--- src/hw/rtl/scp_pkg.sv ---
`timescale 1ns / 1ps
// Shared types, widths and character codes for the Set-Cookie attribute parser.
package scp_pkg;

   // Longest header text accepted before the too-long status is reported.
   localparam int MAX_LEN = 4096;
   // Byte position counts up to MAX_LEN + 1 (saturating marker for too long).
   localparam int POS_W   = $clog2(MAX_LEN + 2);
   localparam int OFS_W   = 12;
   localparam int LEN_W   = 13;
   localparam int MASK_W  = 6;

   localparam int REQ_DATA_W = 8;
   localparam int RSP_DATA_W = 136;

   // Characters with a meaning to the parser.
   localparam logic [7:0] CH_NUL     = 8'h00;
   localparam logic [7:0] CH_TAB     = 8'h09;
   localparam logic [7:0] CH_SPACE   = 8'h20;
   localparam logic [7:0] CH_SEMI    = 8'h3B;
   localparam logic [7:0] CH_EQUAL   = 8'h3D;
   localparam logic [7:0] CH_UPPER_A = 8'h41;
   localparam logic [7:0] CH_UPPER_Z = 8'h5A;

   // Bits of the present mask.
   localparam int FB_NAME     = 0;
   localparam int FB_PATH     = 1;
   localparam int FB_DOMAIN   = 2;
   localparam int FB_EXPIRY   = 3;
   localparam int FB_HTTPONLY = 4;
   localparam int FB_SECURE   = 5;

   typedef enum logic [1:0] {
      ST_PARSED   = 2'd0,
      ST_EMPTY    = 2'd1,
      ST_TOO_LONG = 2'd2
   } scp_status_type;

   typedef enum logic [1:0] {
      PH_LEAD  = 2'd0,
      PH_KEY   = 2'd1,
      PH_VLEAD = 2'd2,
      PH_VAL   = 2'd3
   } scp_phase_type;

   typedef struct packed {
      logic [7:0] in_byte;
      logic       is_last;
   } scp_item_type;

   typedef struct packed {
      scp_phase_type    phase;
      logic [POS_W-1:0] key_begin;
      logic [POS_W-1:0] key_trim_end;
      logic [POS_W-1:0] val_begin;
      logic [POS_W-1:0] val_trim_end;
      logic [4:0]       kw_match;
      logic             key_blank;
   } scp_seg_type;

   localparam scp_seg_type SEG_CLEAR = '{
      phase:        PH_LEAD,
      key_begin:    '0,
      key_trim_end: '0,
      val_begin:    '0,
      val_trim_end: '0,
      kw_match:     5'h1F,
      key_blank:    1'b0
   };

   typedef struct packed {
      logic [OFS_W-1:0] start;
      logic [LEN_W-1:0] len;
   } scp_span_type;

   typedef struct packed {
      scp_span_type      name;
      scp_span_type      value;
      scp_span_type      path;
      scp_span_type      domain;
      scp_span_type      expiry;
      logic [MASK_W-1:0] found;
   } scp_cap_type;

   typedef struct packed {
      scp_span_type      name;
      scp_span_type      value;
      scp_span_type      path;
      scp_span_type      domain;
      scp_span_type      expiry;
      logic [MASK_W-1:0] present_mask;
      scp_status_type    status;
   } scp_result_type;

endpackage

--- src/hw/rtl/set_cookie_attribute_parser.sv ---
`timescale 1ns / 1ps
// Top level of the Set-Cookie attribute parser.
//
//  channel  | direction | payload
//  ---------+-----------+--------------------------------------------------------------
//  req_     | in        | tdata[7:0] header byte, tlast marks the final byte of a header
//  rsp_     | out       | tdata: name, value, path, domain, expiry spans, mask, status
//
// One header byte is taken per cycle while no waiting result stalls the input; each byte passes
// through the input register. The result register loads when the final byte (or the first NUL)
// leaves that register, and rsp_tvalid rises with that load.
// Reset (synchronous) clears both valid flags and the parser state; no clearing pass.
// While a result waits on rsp_tready, the input register holds one more byte and
// req_tready drops only once that register is also occupied.
module set_cookie_attribute_parser (
   input  logic                           clock,
   input  logic                           reset,
   input  logic                           req_tvalid,
   output logic                           req_tready,
   // [7:0] in_byte
   input  logic [scp_pkg::REQ_DATA_W-1:0] req_tdata,
   input  logic                           req_tlast,
   output logic                           rsp_tvalid,
   input  logic                           rsp_tready,
   // [11:0] name_start, [24:12] name_len, [36:25] value_start, [49:37] value_len,
   // [61:50] path_start, [74:62] path_len, [86:75] domain_start, [99:87] domain_len,
   // [111:100] expiry_start, [124:112] expiry_len, [130:125] present_mask,
   // [132:131] status, [135:133] zero
   output logic [scp_pkg::RSP_DATA_W-1:0] rsp_tdata
);
   import scp_pkg::*;

   logic           item_valid;
   scp_item_type   item;
   logic           advance;
   logic           out_free;
   logic           result_valid;
   scp_result_type result;
   scp_result_type rsp_result;

   // Advance the held byte whenever the result register can take what it produces.
   assign advance = item_valid && out_free;

   scp_in_reg u_in_reg (
      .clock      (clock),
      .reset      (reset),
      .req_tvalid (req_tvalid),
      .req_tready (req_tready),
      .req_tdata  (req_tdata),
      .req_tlast  (req_tlast),
      .take       (advance),
      .item_valid (item_valid),
      .item       (item)
   );

   scp_parse u_parse (
      .clock        (clock),
      .reset        (reset),
      .take         (advance),
      .item         (item),
      .result_valid (result_valid),
      .result       (result)
   );

   scp_out_reg u_out_reg (
      .clock        (clock),
      .reset        (reset),
      .take         (advance),
      .result_valid (result_valid),
      .result       (result),
      .free         (out_free),
      .rsp_tvalid   (rsp_tvalid),
      .rsp_tready   (rsp_tready),
      .rsp_result   (rsp_result)
   );

   // Pack the result, first field in the lowest bits, zero fill to a whole byte.
   assign rsp_tdata = {3'b000,
                       rsp_result.status,
                       rsp_result.present_mask,
                       rsp_result.expiry.len, rsp_result.expiry.start,
                       rsp_result.domain.len, rsp_result.domain.start,
                       rsp_result.path.len,   rsp_result.path.start,
                       rsp_result.value.len,  rsp_result.value.start,
                       rsp_result.name.len,   rsp_result.name.start};

endmodule

--- src/hw/rtl/scp_in_reg.sv ---
`timescale 1ns / 1ps
// Input register stage: holds one accepted header byte until the parser takes it.
module scp_in_reg (
   input  logic                           clock,
   input  logic                           reset,
   input  logic                           req_tvalid,
   output logic                           req_tready,
   input  logic [scp_pkg::REQ_DATA_W-1:0] req_tdata,
   input  logic                           req_tlast,
   input  logic                           take,
   output logic                           item_valid,
   output scp_pkg::scp_item_type          item
);
   import scp_pkg::*;

   logic         valid_ff, valid_in;
   scp_item_type item_ff, item_in;
   logic         accept;

   assign req_tready = !valid_ff || take;
   assign accept     = req_tvalid && req_tready;

   always_comb begin
      valid_in = valid_ff;
      item_in  = item_ff;
      if (accept) begin
         valid_in        = 1'b1;
         item_in.in_byte = req_tdata[7:0];
         item_in.is_last = req_tlast;
      end else if (take) begin
         valid_in = 1'b0;
      end
   end

   always_ff @(posedge clock) begin
      if (reset) begin
         valid_ff <= 1'b0;
      end else begin
         valid_ff <= valid_in;
      end
   end

   always_ff @(posedge clock) begin
      item_ff <= item_in;
   end

   assign item_valid = valid_ff;
   assign item       = item_ff;

endmodule

--- src/hw/rtl/scp_parse.sv ---
`timescale 1ns / 1ps
// Parser core: segment tracking, keyword match, capture and result formation.
module scp_parse (
   input  logic                    clock,
   input  logic                    reset,
   input  logic                    take,
   input  scp_pkg::scp_item_type   item,
   output logic                    result_valid,
   output scp_pkg::scp_result_type result
);
   import scp_pkg::*;

   localparam int         KW_N        = 5;
   localparam logic [2:0] KW_PATH     = 3'd0;
   localparam logic [2:0] KW_DOMAIN   = 3'd1;
   localparam logic [2:0] KW_EXPIRES  = 3'd2;
   localparam logic [2:0] KW_HTTPONLY = 3'd3;
   localparam logic [2:0] KW_SECURE   = 3'd4;
   localparam logic [KW_N-1:0] KW_ALL = 5'h1F;

   function automatic logic [3:0] kw_len(input logic [2:0] k);
      logic [3:0] n;
      case (k)
         KW_PATH:     n = 4'd4;
         KW_DOMAIN:   n = 4'd6;
         KW_EXPIRES:  n = 4'd7;
         KW_HTTPONLY: n = 4'd8;
         KW_SECURE:   n = 4'd6;
         default:     n = 4'd0;
      endcase
      return n;
   endfunction

   // Keyword text, left aligned, lower case.
   function automatic logic [7:0] kw_char(input logic [2:0] k, input logic [2:0] i);
      logic [63:0] w;
      case (k)
         KW_PATH:     w = {"path", 32'h0};
         KW_DOMAIN:   w = {"domain", 16'h0};
         KW_EXPIRES:  w = {"expires", 8'h0};
         KW_HTTPONLY: w = "httponly";
         KW_SECURE:   w = {"secure", 16'h0};
         default:     w = '0;
      endcase
      return w[8 * (7 - int'(i)) +: 8];
   endfunction

   function automatic logic [KW_N-1:0] match_char(input logic [KW_N-1:0] mask,
                                                   input logic [POS_W-1:0] idx,
                                                   input logic [7:0] c);
      logic [KW_N-1:0] r;
      logic [7:0]      lc;
      lc = (c >= CH_UPPER_A && c <= CH_UPPER_Z) ? c + 8'd32 : c;
      for (int k = 0; k < KW_N; k++) begin
         r[k] = mask[k] && (idx < POS_W'(kw_len(3'(k))))
                && (lc == kw_char(3'(k), idx[2:0]));
      end
      return r;
   endfunction

   function automatic logic kw_hit(input scp_seg_type seg, input logic [LEN_W-1:0] klen,
                                   input logic [2:0] k);
      return seg.kw_match[k] && (klen == LEN_W'(kw_len(k)));
   endfunction

   // Close the open segment and fold it into the captured fields.
   function automatic scp_cap_type close_seg(input scp_seg_type seg, input scp_cap_type cap,
                                             input logic at_end,
                                             input logic [POS_W-1:0] endpos);
      scp_cap_type      r;
      logic [LEN_W-1:0] klen;
      logic [POS_W-1:0] vstart;
      logic [LEN_W-1:0] vlen;
      r      = cap;
      klen   = LEN_W'(seg.key_trim_end - seg.key_begin);
      vstart = seg.val_begin;
      vlen   = '0;
      unique case (seg.phase) inside
         PH_LEAD: begin
         end
         PH_KEY: begin
            if (!at_end || !seg.key_blank) begin
               if (kw_hit(seg, klen, KW_HTTPONLY)) begin
                  r.found[FB_HTTPONLY] = 1'b1;
               end else if (kw_hit(seg, klen, KW_SECURE)) begin
                  r.found[FB_SECURE] = 1'b1;
               end
            end
         end
         PH_VLEAD, PH_VAL: begin
            if (seg.phase == PH_VLEAD) begin
               vstart = at_end ? endpos : seg.val_begin;
            end else begin
               vlen = LEN_W'((at_end ? endpos : seg.val_trim_end) - seg.val_begin);
            end
            if (!r.found[FB_NAME]) begin
               r.name.start        = OFS_W'(seg.key_begin);
               r.name.len          = klen;
               r.value.start       = OFS_W'(vstart);
               r.value.len         = vlen;
               r.found[FB_NAME]    = 1'b1;
            end else if (kw_hit(seg, klen, KW_PATH)) begin
               r.path.start        = OFS_W'(vstart);
               r.path.len          = vlen;
               r.found[FB_PATH]    = 1'b1;
            end else if (kw_hit(seg, klen, KW_DOMAIN)) begin
               r.domain.start      = OFS_W'(vstart);
               r.domain.len        = vlen;
               r.found[FB_DOMAIN]  = 1'b1;
            end else if (kw_hit(seg, klen, KW_EXPIRES)) begin
               r.expiry.start      = OFS_W'(vstart);
               r.expiry.len        = vlen;
               r.found[FB_EXPIRY]  = 1'b1;
            end
         end
      endcase
      return r;
   endfunction

   logic [POS_W-1:0] pos_ff, pos_in;
   scp_seg_type      seg_ff, seg_in;
   scp_cap_type      cap_ff, cap_in;
   logic             ended_ff, ended_in;

   logic [POS_W-1:0] mid_pos;
   scp_seg_type      mid_seg;
   scp_cap_type      mid_cap;
   logic             blank;
   logic             is_nul;

   logic [POS_W-1:0] src_pos;
   scp_seg_type      src_seg;
   scp_cap_type      src_cap;
   scp_cap_type      fin_cap;

   assign blank  = (item.in_byte == CH_SPACE) || (item.in_byte == CH_TAB);
   assign is_nul = (item.in_byte == CH_NUL);

   // Apply one text byte to the segment tracker.
   always_comb begin
      mid_pos = pos_ff;
      mid_seg = seg_ff;
      mid_cap = cap_ff;
      if (pos_ff < POS_W'(MAX_LEN)) begin
         mid_pos = pos_ff + 1'b1;
         if (item.in_byte == CH_SEMI) begin
            mid_cap = close_seg(seg_ff, cap_ff, 1'b0, pos_ff);
            mid_seg = SEG_CLEAR;
         end else begin
            unique case (seg_ff.phase)
               PH_LEAD: begin
                  if (!blank) begin
                     mid_seg.key_begin = pos_ff;
                     if (item.in_byte == CH_EQUAL) begin
                        mid_seg.key_trim_end = pos_ff;
                        mid_seg.val_begin    = pos_ff + 1'b1;
                        mid_seg.val_trim_end = pos_ff + 1'b1;
                        mid_seg.phase        = PH_VLEAD;
                     end else begin
                        mid_seg.key_trim_end = pos_ff + 1'b1;
                        mid_seg.key_blank    = 1'b0;
                        mid_seg.kw_match     = match_char(KW_ALL, '0, item.in_byte);
                        mid_seg.phase        = PH_KEY;
                     end
                  end
               end
               PH_KEY: begin
                  if (blank) begin
                     mid_seg.key_blank = 1'b1;
                  end else if (item.in_byte == CH_EQUAL) begin
                     mid_seg.val_begin    = pos_ff + 1'b1;
                     mid_seg.val_trim_end = pos_ff + 1'b1;
                     mid_seg.phase        = PH_VLEAD;
                  end else begin
                     // A blank inside the key kills every keyword candidate.
                     mid_seg.kw_match     = seg_ff.key_blank ? '0 :
                        match_char(seg_ff.kw_match, pos_ff - seg_ff.key_begin, item.in_byte);
                     mid_seg.key_blank    = 1'b0;
                     mid_seg.key_trim_end = pos_ff + 1'b1;
                  end
               end
               PH_VLEAD: begin
                  if (!blank) begin
                     mid_seg.val_begin    = pos_ff;
                     mid_seg.val_trim_end = pos_ff + 1'b1;
                     mid_seg.phase        = PH_VAL;
                  end
               end
               PH_VAL: begin
                  if (!blank) begin
                     mid_seg.val_trim_end = pos_ff + 1'b1;
                  end
               end
            endcase
         end
      end else begin
         mid_pos = POS_W'(MAX_LEN + 1);
      end
   end

   // Next state.
   always_comb begin
      pos_in   = pos_ff;
      seg_in   = seg_ff;
      cap_in   = cap_ff;
      ended_in = ended_ff;
      if (take) begin
         if (ended_ff || is_nul || item.is_last) begin
            // Drop bytes after a NUL until the last one; otherwise restart after a result.
            if (!ended_ff || item.is_last) begin
               pos_in   = '0;
               seg_in   = SEG_CLEAR;
               cap_in   = '0;
               ended_in = !ended_ff && is_nul && !item.is_last;
            end
         end else begin
            pos_in = mid_pos;
            seg_in = mid_seg;
            cap_in = mid_cap;
         end
      end
   end

   // Result formation.
   always_comb begin
      result_valid = !ended_ff && (is_nul || item.is_last);
      src_pos      = is_nul ? pos_ff : mid_pos;
      src_seg      = is_nul ? seg_ff : mid_seg;
      src_cap      = is_nul ? cap_ff : mid_cap;
      fin_cap      = close_seg(src_seg, src_cap, 1'b1, src_pos);
      result       = '0;
      if (src_pos == '0) begin
         result.status = ST_EMPTY;
      end else if (src_pos > POS_W'(MAX_LEN)) begin
         result.status = ST_TOO_LONG;
      end else begin
         result.name         = fin_cap.name;
         result.value        = fin_cap.value;
         result.path         = fin_cap.path;
         result.domain       = fin_cap.domain;
         result.expiry       = fin_cap.expiry;
         result.present_mask = fin_cap.found;
         result.status       = ST_PARSED;
      end
   end

   always_ff @(posedge clock) begin
      if (reset) begin
         pos_ff   <= '0;
         seg_ff   <= SEG_CLEAR;
         cap_ff   <= '0;
         ended_ff <= 1'b0;
      end else begin
         pos_ff   <= pos_in;
         seg_ff   <= seg_in;
         cap_ff   <= cap_in;
         ended_ff <= ended_in;
      end
   end

endmodule

--- src/hw/rtl/scp_out_reg.sv ---
`timescale 1ns / 1ps
// Result register: holds one parse result until the downstream side takes it.
module scp_out_reg (
   input  logic                    clock,
   input  logic                    reset,
   input  logic                    take,
   input  logic                    result_valid,
   input  scp_pkg::scp_result_type result,
   output logic                    free,
   output logic                    rsp_tvalid,
   input  logic                    rsp_tready,
   output scp_pkg::scp_result_type rsp_result
);
   import scp_pkg::*;

   logic           valid_ff, valid_in;
   scp_result_type data_ff, data_in;
   logic           load;

   assign free = !valid_ff || rsp_tready;
   assign load = take && result_valid;

   always_comb begin
      valid_in = valid_ff;
      data_in  = data_ff;
      if (load) begin
         valid_in = 1'b1;
         data_in  = result;
      end else if (rsp_tready) begin
         valid_in = 1'b0;
      end
   end

   always_ff @(posedge clock) begin
      if (reset) begin
         valid_ff <= 1'b0;
      end else begin
         valid_ff <= valid_in;
      end
   end

   always_ff @(posedge clock) begin
      data_ff <= data_in;
   end

   assign rsp_tvalid = valid_ff;
   assign rsp_result = data_ff;

endmodule

--- config.mk ---
export PLATFORM = sky130hd
export DESIGN_NAME = set_cookie_attribute_parser
export DESIGN_NICKNAME = d
export VERILOG_FILES = /design/src/hw/rtl/scp_pkg.sv /design/src/hw/rtl/set_cookie_attribute_parser.sv /design/src/hw/rtl/scp_in_reg.sv /design/src/hw/rtl/scp_parse.sv /design/src/hw/rtl/scp_out_reg.sv
export SDC_FILE = /design/constraint.sdc
export NUM_CORES = 1
export LEC_CHECK = 0
export BUFFER_PORTS_ARGS = -buffer_cell sky130_fd_sc_hd__buf_2
export CORE_UTILIZATION = 45
export CTS_CLUSTER_SIZE = 24
export DETAILED_ROUTE_END_ITERATION = 12
export PLACE_DENSITY_LB_ADDON = 0.2
export SKIP_CTS_REPAIR_TIMING = 1
export SLEW_MARGIN = 0
export SYNTH_ARGS = -nofsm -noshare
export SYNTH_HDL_FRONTEND = slang
export SYNTH_HIERARCHICAL = 1
export SYNTH_SLANG_ARGS = --single-unit
--- constraint.sdc ---
create_clock -name clock -period 13.6 [get_ports clock]
set_input_delay 0.68 -clock clock [delete_from_list [all_inputs] [get_ports clock]]
set_output_delay 0.68 -clock clock [all_outputs]
set_load 0.02 [all_outputs]
* Yosys cells after proc, flatten, opt, wreduce, memory -nomap -nowiden
Index checks and enable logic that the tools add are counted.
Storage, ports and cells: logic and storage cells 336, bits in registers 349, output and inout port bits 138, bits of input ports 13
Operators by class: muxes and demuxes 191, eq/ne operators 31, reductions and logical operators 53, shift-type cells 5, add/subtract/negate cells 8, $lt $le $gt $ge 12
Operator list (count):
- two-way mux 64 bit | 40
- two-way mux 131 bit | 5
- two-way mux 60 bit | 6
- indexed part select 64 x 32 -> 8 bit | 5
- two-way mux 4 bit | 70
- two-way mux 125 bit | 2
- two-way mux 25 bit | 8
- two-way mux 50 bit | 4
- two-way mux 75 bit | 2
- equality test 13 x 4 -> 1 bit | 10
- two-way mux 13 bit | 10
- equality test 8 bit | 10
- subtractor 13 bit | 5
- < comparator 13 x 4 -> 1 bit | 4
- two-way mux 26 bit | 2
- one-hot mux 13 bit (4 select lines) | 1
- two-way mux 44 bit | 1
- one-hot mux 13 bit (3 select lines) | 1
- logical AND 1 bit | 32
- one-hot mux 13 bit (2 select lines) | 1
- equality test 8 x 6 -> 1 bit, second input constant | 3
- two-way mux 2 bit | 10
- two-way mux 1 bit | 19
- < comparator 1 x 4 -> 1 bit, first input constant | 4
- other kinds (27) | 45

* Logic depth before layout (Yosys ltp)
depth after elaboration 50, mapped depth 25, mapped depth without buffers 22

* Hierarchy
Netlist, hierarchy kept.
By module, submodules not included:
- scp_parse | cells each 2354, area each 16468.3 µm², instances 1
- scp_out_reg | cells each 138, area each 4043.9 µm², instances 1
- scp_in_reg | cells each 14, area each 325.3 µm², instances 1
- set_cookie_attribute_parser | cells each 5, area each 32.5 µm², instances 1

* Least setup slack after synthesis
Ideal clock, no wire load.
kind flip-flop to flip-flop, from reg u_in_reg.item_ff (netlist bit u_in_reg/item[4]), to reg u_out_reg.data_ff (netlist bit u_out_reg/rsp_result[6]) (data pin), slack 7.710 ns, clock period less this slack 5.890 ns, buffers on the path 3, arrival 5.714 ns, cell stages (with the launch flop) 24, library setup time 0.176 ns, path through edfxtp_1 -> buf_2 -> or3b_1 -> a2111oi_0 -> clkbuf_1 -> nor3_1 -> clkbuf_1 -> a22o_1 -> o21ai_0 -> a21oi_1 -> a21o_1 -> nor2_1 -> nor2_1 -> ha_1 -> nor3_1 -> a21boi_0 -> o21ai_0 -> a21o_1 -> a21oi_1 -> xnor3_1 -> nor4_4 -> nand2_1 -> or4_1 -> o32ai_1
Between the ends: longest elaborated chain between the ends 16, elaborated cells between the ends (all ways) 48
RTL lines:
- from (decl) | RTL line scp_in_reg.sv:17 | scp_item_type item_ff, item_in;
- from (signal assigned) | RTL line scp_in_reg.sv:44 | item_ff <= item_in;
- parallel branches: the longest is 16 deep, another holds subtractor 13 bit
- to (signal assigned) | RTL line scp_out_reg.sv:43 | data_ff <= data_in;
- to (decl) | RTL line scp_out_reg.sv:17 | scp_result_type data_ff, data_in;
Several ways; the timed one is not identified. A chain may end at the register's enable or synchronous reset.

* Worst setup path in the final report
from reg u_in_reg.item_ff (netlist bit u_in_reg/item[3]), to reg u_out_reg.data_ff (netlist bit u_out_reg/rsp_result[7]) (data pin)
Between the ends: longest elaborated chain between the ends 17, elaborated cells between the ends (all ways) 55
RTL lines:
- parallel branches: the longest is 17 deep, another holds subtractor 13 bit
Several ways; the timed one is not identified.

==> impl_summary.txt <==
----------------------------------------------------
[Critical path]
  Worst setup SP type ... flip-flop
  Max Fanout on Critical Path ... 18
  Reg-to-reg critical path endpoint ... u_out_reg/rsp_result[7]
  Critical Path Sink Type ... flip-flop
  Data required time at the worst endpoint ... 14.00 ns
  Arrival time of the worst setup path ... 8.05 ns
  Number of cell instances on the worst register-to-register path ... 19
  Internal reg-to-reg setup slack ... 5.95 ns
  Launching point of the worst reg2reg path ... u_in_reg/item[3]
  WS Path Type ... reg -> reg

[STA]
  Sum of negative setup slack ... 0 ns
  Skew final ... 0.0334 ns
  Rel. slew slack ... 13.0%
  RSZ-0062 raised after global routing ... false
  Transition time at the pin with the least slew margin ... 1.30 ns
  Post-route minimum period ... 7.65 ns
  Setup violations, final ... 0
  Number of hold violations in the final report ... 0
  Number of pins with negative max-slew slack in the final report ... 0
  Minimum hold slack ... 0.279 ns
  Maximum operating frequency ... 131 MHz
  Share of the clock period used by the worst path ... 56.3%

[Worst hold path]
  End point of the most critical hold path ... u_in_reg/item[8]
  Hold path depth ... 1
  Worst hold path startpoint ... req_tdata[7]
  Worst min-delay path category ... in -> reg

[GRT]
  Total overflow reported by the global router ... 0
  Antenna violations before repair ... 0
  Total global routing track utilization ... 31.6%
  Global-route wire length before repair ... 114000 µm
  Number of global-route vias before repair ... 18400
  Maximum number of pins on one net before global-route repair ... 113

[Drt]
  Detailed-route DRC error count ... 0
  DRT antenna net count ... 0
  Detailed-routing iteration count for the pre-antenna-repair pass ... 8
  Vias after detailed routing ... 20100
  Total wire length ... 75700 µm
  Average wire length per cell after detail routing ... 23.8 µm
  Routed via count divided by cell count ... 6.32
  Number of DRC markers in iteration 0 ... 2362

[Layout]
  Number of standard cells in the layout, taps in and fillers out ... 3176
  Diodes inserted ... 0
  Final nets ... 2631
  Number of fillers in the final layout ... 4298
  Fraction of layout cells with a size suffix above 1 ... 11.7%
  Area growth from synthesis to layout ... 12.7%

[Place]
  Final HPWL DP ... 52400 µm
  Input/output buffers ... 147
  Count of placed standard cells including taps ... 3102
  Final GP Congestion ... 0.906

[Yosys]
  Most used flip-flop cell after synthesis ... sky130_fd_sc_hd__dfxtp_1
  Proportion of synthesized flip-flops having asynchronous set or reset ... 0%
  Syn avg cell area ... 8.31 µm²
  Sequential share of the synthesized area ... 40.3%
  Synthesis warning total ... 6
  Number of flops mapped to enable cells by yosys ... 142
  Synthesis-stage register bit count ... 349
  Summed instance area of the synthesized netlist ... 0.0209 mm²
  Count of distinct cell types in the synthesized netlist ... 81
  Post-Syn Instances ... 2511

[Die]
  Rows ... 78
  Height of the die ... 217 µm
  Count of boundary I/O pins ... 151
  Core area ... 0.0456 mm²
  Width of the die ... 217 µm
  Die outline area ... 0.0472 mm²
  Initial core utilization ... 45.8%

[Clock tree]
  Number of sinks driven by the clock tree ... 349
  Worst-skew pair later-pin latency ... 0.60 ns
  Max H-tree Level ... 2
  Clock Path Buffers ... 3
  Clock tree from TritonCTS ... built
  CTS Root Cell ... sky130_fd_sc_hd__clkbuf_16
  CTS clock-pin slew for the worst setup and hold paths ... 0.07 ns
  CTS Buf Count ... 40

[Run status]
  Result of the run ... completed

[Pwr]
  Largest vdd supply drop ... 0.0000927 V
  LEAKAGE ... 8.78 nW
  Power Density ... 107 mW/mm²
  Overall power ... 0.00251 W

[Flow run]
  Number of max-cap violations ... 0

----------------------------------------------------
[worst max-delay path by stage]
| stage | endpoint | cells past startpoint | slack, ns | start |
|---|---|---|---|---|
| final | u_out_reg/rsp_result[7] | 19 | 5.95 | u_in_reg/item[3] |
| after global routing | u_out_reg/rsp_result[34] | 20 | 5.56 | u_in_reg/item[1] |
| after CTS | u_out_reg/rsp_result[7] | 19 | 6.09 | u_in_reg/item[1] |
| after detailed placement | u_out_reg/rsp_result[6] | 19 | 6.10 | u_in_reg/item[1] |
| after global placement | u_out_reg/rsp_result[36] | 20 | 6.36 | u_in_reg/item[3] |
| after floorplan | u_out_reg/rsp_result[6] | 23 | 7.71 | u_in_reg/item[4] |
[kinds of logic after synthesis]
group,share of synthesized area (%)
fa+ha+maj,4.62
buf+inv,5.03
simple gates,19.1
mux,3.51
xor+xnor,2.96
flops,40.3
compound gates,24.5
other cells,0.0180
[routing by layer]
metal | wire length (µm) | GRT usage (%)
met2 | 34700 | 50.8
met5 | 0 | 0
met3 | 6100 | 4.46
met4 | 3560 | 14.2
met1 | 31400 | 42.2
[cells in the final DEF (no fill, tap or decap), types with 21 or more instances in the layout]
cell type and n:
sky130_fd_sc_hd__and3_1 26, sky130_fd_sc_hd__nor2_1 446, sky130_fd_sc_hd__xor2_1 25, sky130_fd_sc_hd__ha_1 69
sky130_fd_sc_hd__o21a_1 21, sky130_fd_sc_hd__buf_2 146, sky130_fd_sc_hd__mux2i_1 71, sky130_fd_sc_hd__nand3_1 28
sky130_fd_sc_hd__dfxtp_1 207, sky130_fd_sc_hd__o21ai_0 122, sky130_fd_sc_hd__edfxtp_1 142, sky130_fd_sc_hd__a21oi_1 166
sky130_fd_sc_hd__a22oi_1 161, sky130_fd_sc_hd__inv_1 56, sky130_fd_sc_hd__nor3_1 58, sky130_fd_sc_hd__xnor2_1 42
sky130_fd_sc_hd__a211oi_1 115, sky130_fd_sc_hd__clkbuf_16 41, sky130_fd_sc_hd__nand2_1 229, sky130_fd_sc_hd__a311oi_1 31
sky130_fd_sc_hd__buf_4 54
[final cells by class]
type                            count  area [µm²]  area share [%]
Multi-Input combinational cell   1893       11600            49.1
Tap cell                          600         751            3.19
Timing Repair Buffer              201        1150            4.88
Inverter                           59         226           0.963
Clock inverter                     22         345            1.47
Sequential cell                   349        8410            35.7
Clock buffer                       52        1100            4.66
[cell usage after synthesis, types with 5 or more instances]
cell	count	area (µm²)
sky130_fd_sc_hd__a211o_1	5	43.8
sky130_fd_sc_hd__a211oi_1	115	863
sky130_fd_sc_hd__a21boi_0	6	45.0
sky130_fd_sc_hd__a21o_1	17	128
sky130_fd_sc_hd__a21oi_1	166	831
sky130_fd_sc_hd__a22oi_1	161	1210
sky130_fd_sc_hd__a311oi_1	31	272
sky130_fd_sc_hd__a31oi_1	20	125
sky130_fd_sc_hd__and2_1	10	62.6
sky130_fd_sc_hd__and3_1	26	163
sky130_fd_sc_hd__buf_1	15	56.3
sky130_fd_sc_hd__buf_2	17	85.1
sky130_fd_sc_hd__clkbuf_1	177	664
sky130_fd_sc_hd__dfxtp_1	207	4140
sky130_fd_sc_hd__edfxtp_1	142	4260
sky130_fd_sc_hd__fa_1	5	100
sky130_fd_sc_hd__ha_1	69	863
sky130_fd_sc_hd__inv_1	57	214
sky130_fd_sc_hd__mux2i_1	71	711
sky130_fd_sc_hd__nand2_1	230	863
sky130_fd_sc_hd__nand2b_1	10	62.6
sky130_fd_sc_hd__nand3_1	28	140
sky130_fd_sc_hd__nand3b_1	6	45.0
sky130_fd_sc_hd__nand4_1	17	106
sky130_fd_sc_hd__nor2_1	448	1680
sky130_fd_sc_hd__nor2b_1	16	100
sky130_fd_sc_hd__nor3_1	63	315
sky130_fd_sc_hd__nor4_1	16	100
sky130_fd_sc_hd__o2111ai_1	6	52.6
sky130_fd_sc_hd__o211ai_1	10	75.1
sky130_fd_sc_hd__o21a_1	21	158
sky130_fd_sc_hd__o21ai_0	124	621
sky130_fd_sc_hd__o21bai_1	6	45.0
sky130_fd_sc_hd__o221ai_1	5	43.8
sky130_fd_sc_hd__o22ai_1	12	75.1
sky130_fd_sc_hd__o31a_1	5	43.8
sky130_fd_sc_hd__o31ai_1	7	52.6
sky130_fd_sc_hd__or3_1	14	87.6
sky130_fd_sc_hd__or4_1	6	45.0
sky130_fd_sc_hd__xnor2_1	43	377
sky130_fd_sc_hd__xor2_1	25	219
[metrics by stage]
step / setup slack (ns) / utilization [%] / cell area, µm²
floorplan: 7.71 / - / 20900
global placement: 6.36 / 48.5 / 22100
detailed placement: 6.10 / 48.5 / 22100
CTS: 6.09 / 51.6 / 23500
global route: 5.56 / 51.6 / 23500
finish: 5.95 / 51.6 / 23500
[state kept, by name (all words and copies together) (netlist names)]
| signal | cells |
|---|---|
| u_in_reg/item_valid | 1 |
| u_parse/ended_ff | 1 |
| u_out_reg/rsp_tvalid | 1 |
| u_parse/seg_ff | 60 |
| u_in_reg/item | 9 |
| u_out_reg/rsp_result | 133 |
| u_parse/pos_ff | 13 |
| u_parse/cap_ff | 131 |
[report_power, final]
group	internal (W)	switching (W)	leakage, nW
sequential	0.00110	0.0000147	3.03
clock	0.000725	0.000464	0.695
combinational	0.0000543	0.000151	5.06
[worst max-delay path, stage by stage, from the launching register on]
cell and delay (ns):
sky130_fd_sc_hd__edfxtp_1 0.66, sky130_fd_sc_hd__or4_1 0.72, sky130_fd_sc_hd__o41ai_4 0.32, sky130_fd_sc_hd__buf_4 0.27, sky130_fd_sc_hd__nor2_1 0.17, sky130_fd_sc_hd__nor3_1 1.03, sky130_fd_sc_hd__a22o_1 0.31, sky130_fd_sc_hd__ha_1 0.17
sky130_fd_sc_hd__inv_1 0.06, sky130_fd_sc_hd__fa_1 0.47, sky130_fd_sc_hd__a211o_1 0.29, sky130_fd_sc_hd__a21boi_0 0.26, sky130_fd_sc_hd__o21ai_0 0.21, sky130_fd_sc_hd__a21o_1 0.22, sky130_fd_sc_hd__a21oi_1 0.14, sky130_fd_sc_hd__xnor3_1 0.48
sky130_fd_sc_hd__nor4_4 0.68, sky130_fd_sc_hd__nand2_1 0.13, sky130_fd_sc_hd__or4_1 0.56, sky130_fd_sc_hd__o32ai_1 0.30
No activity file was read; power rests on OpenSTA's default activity.
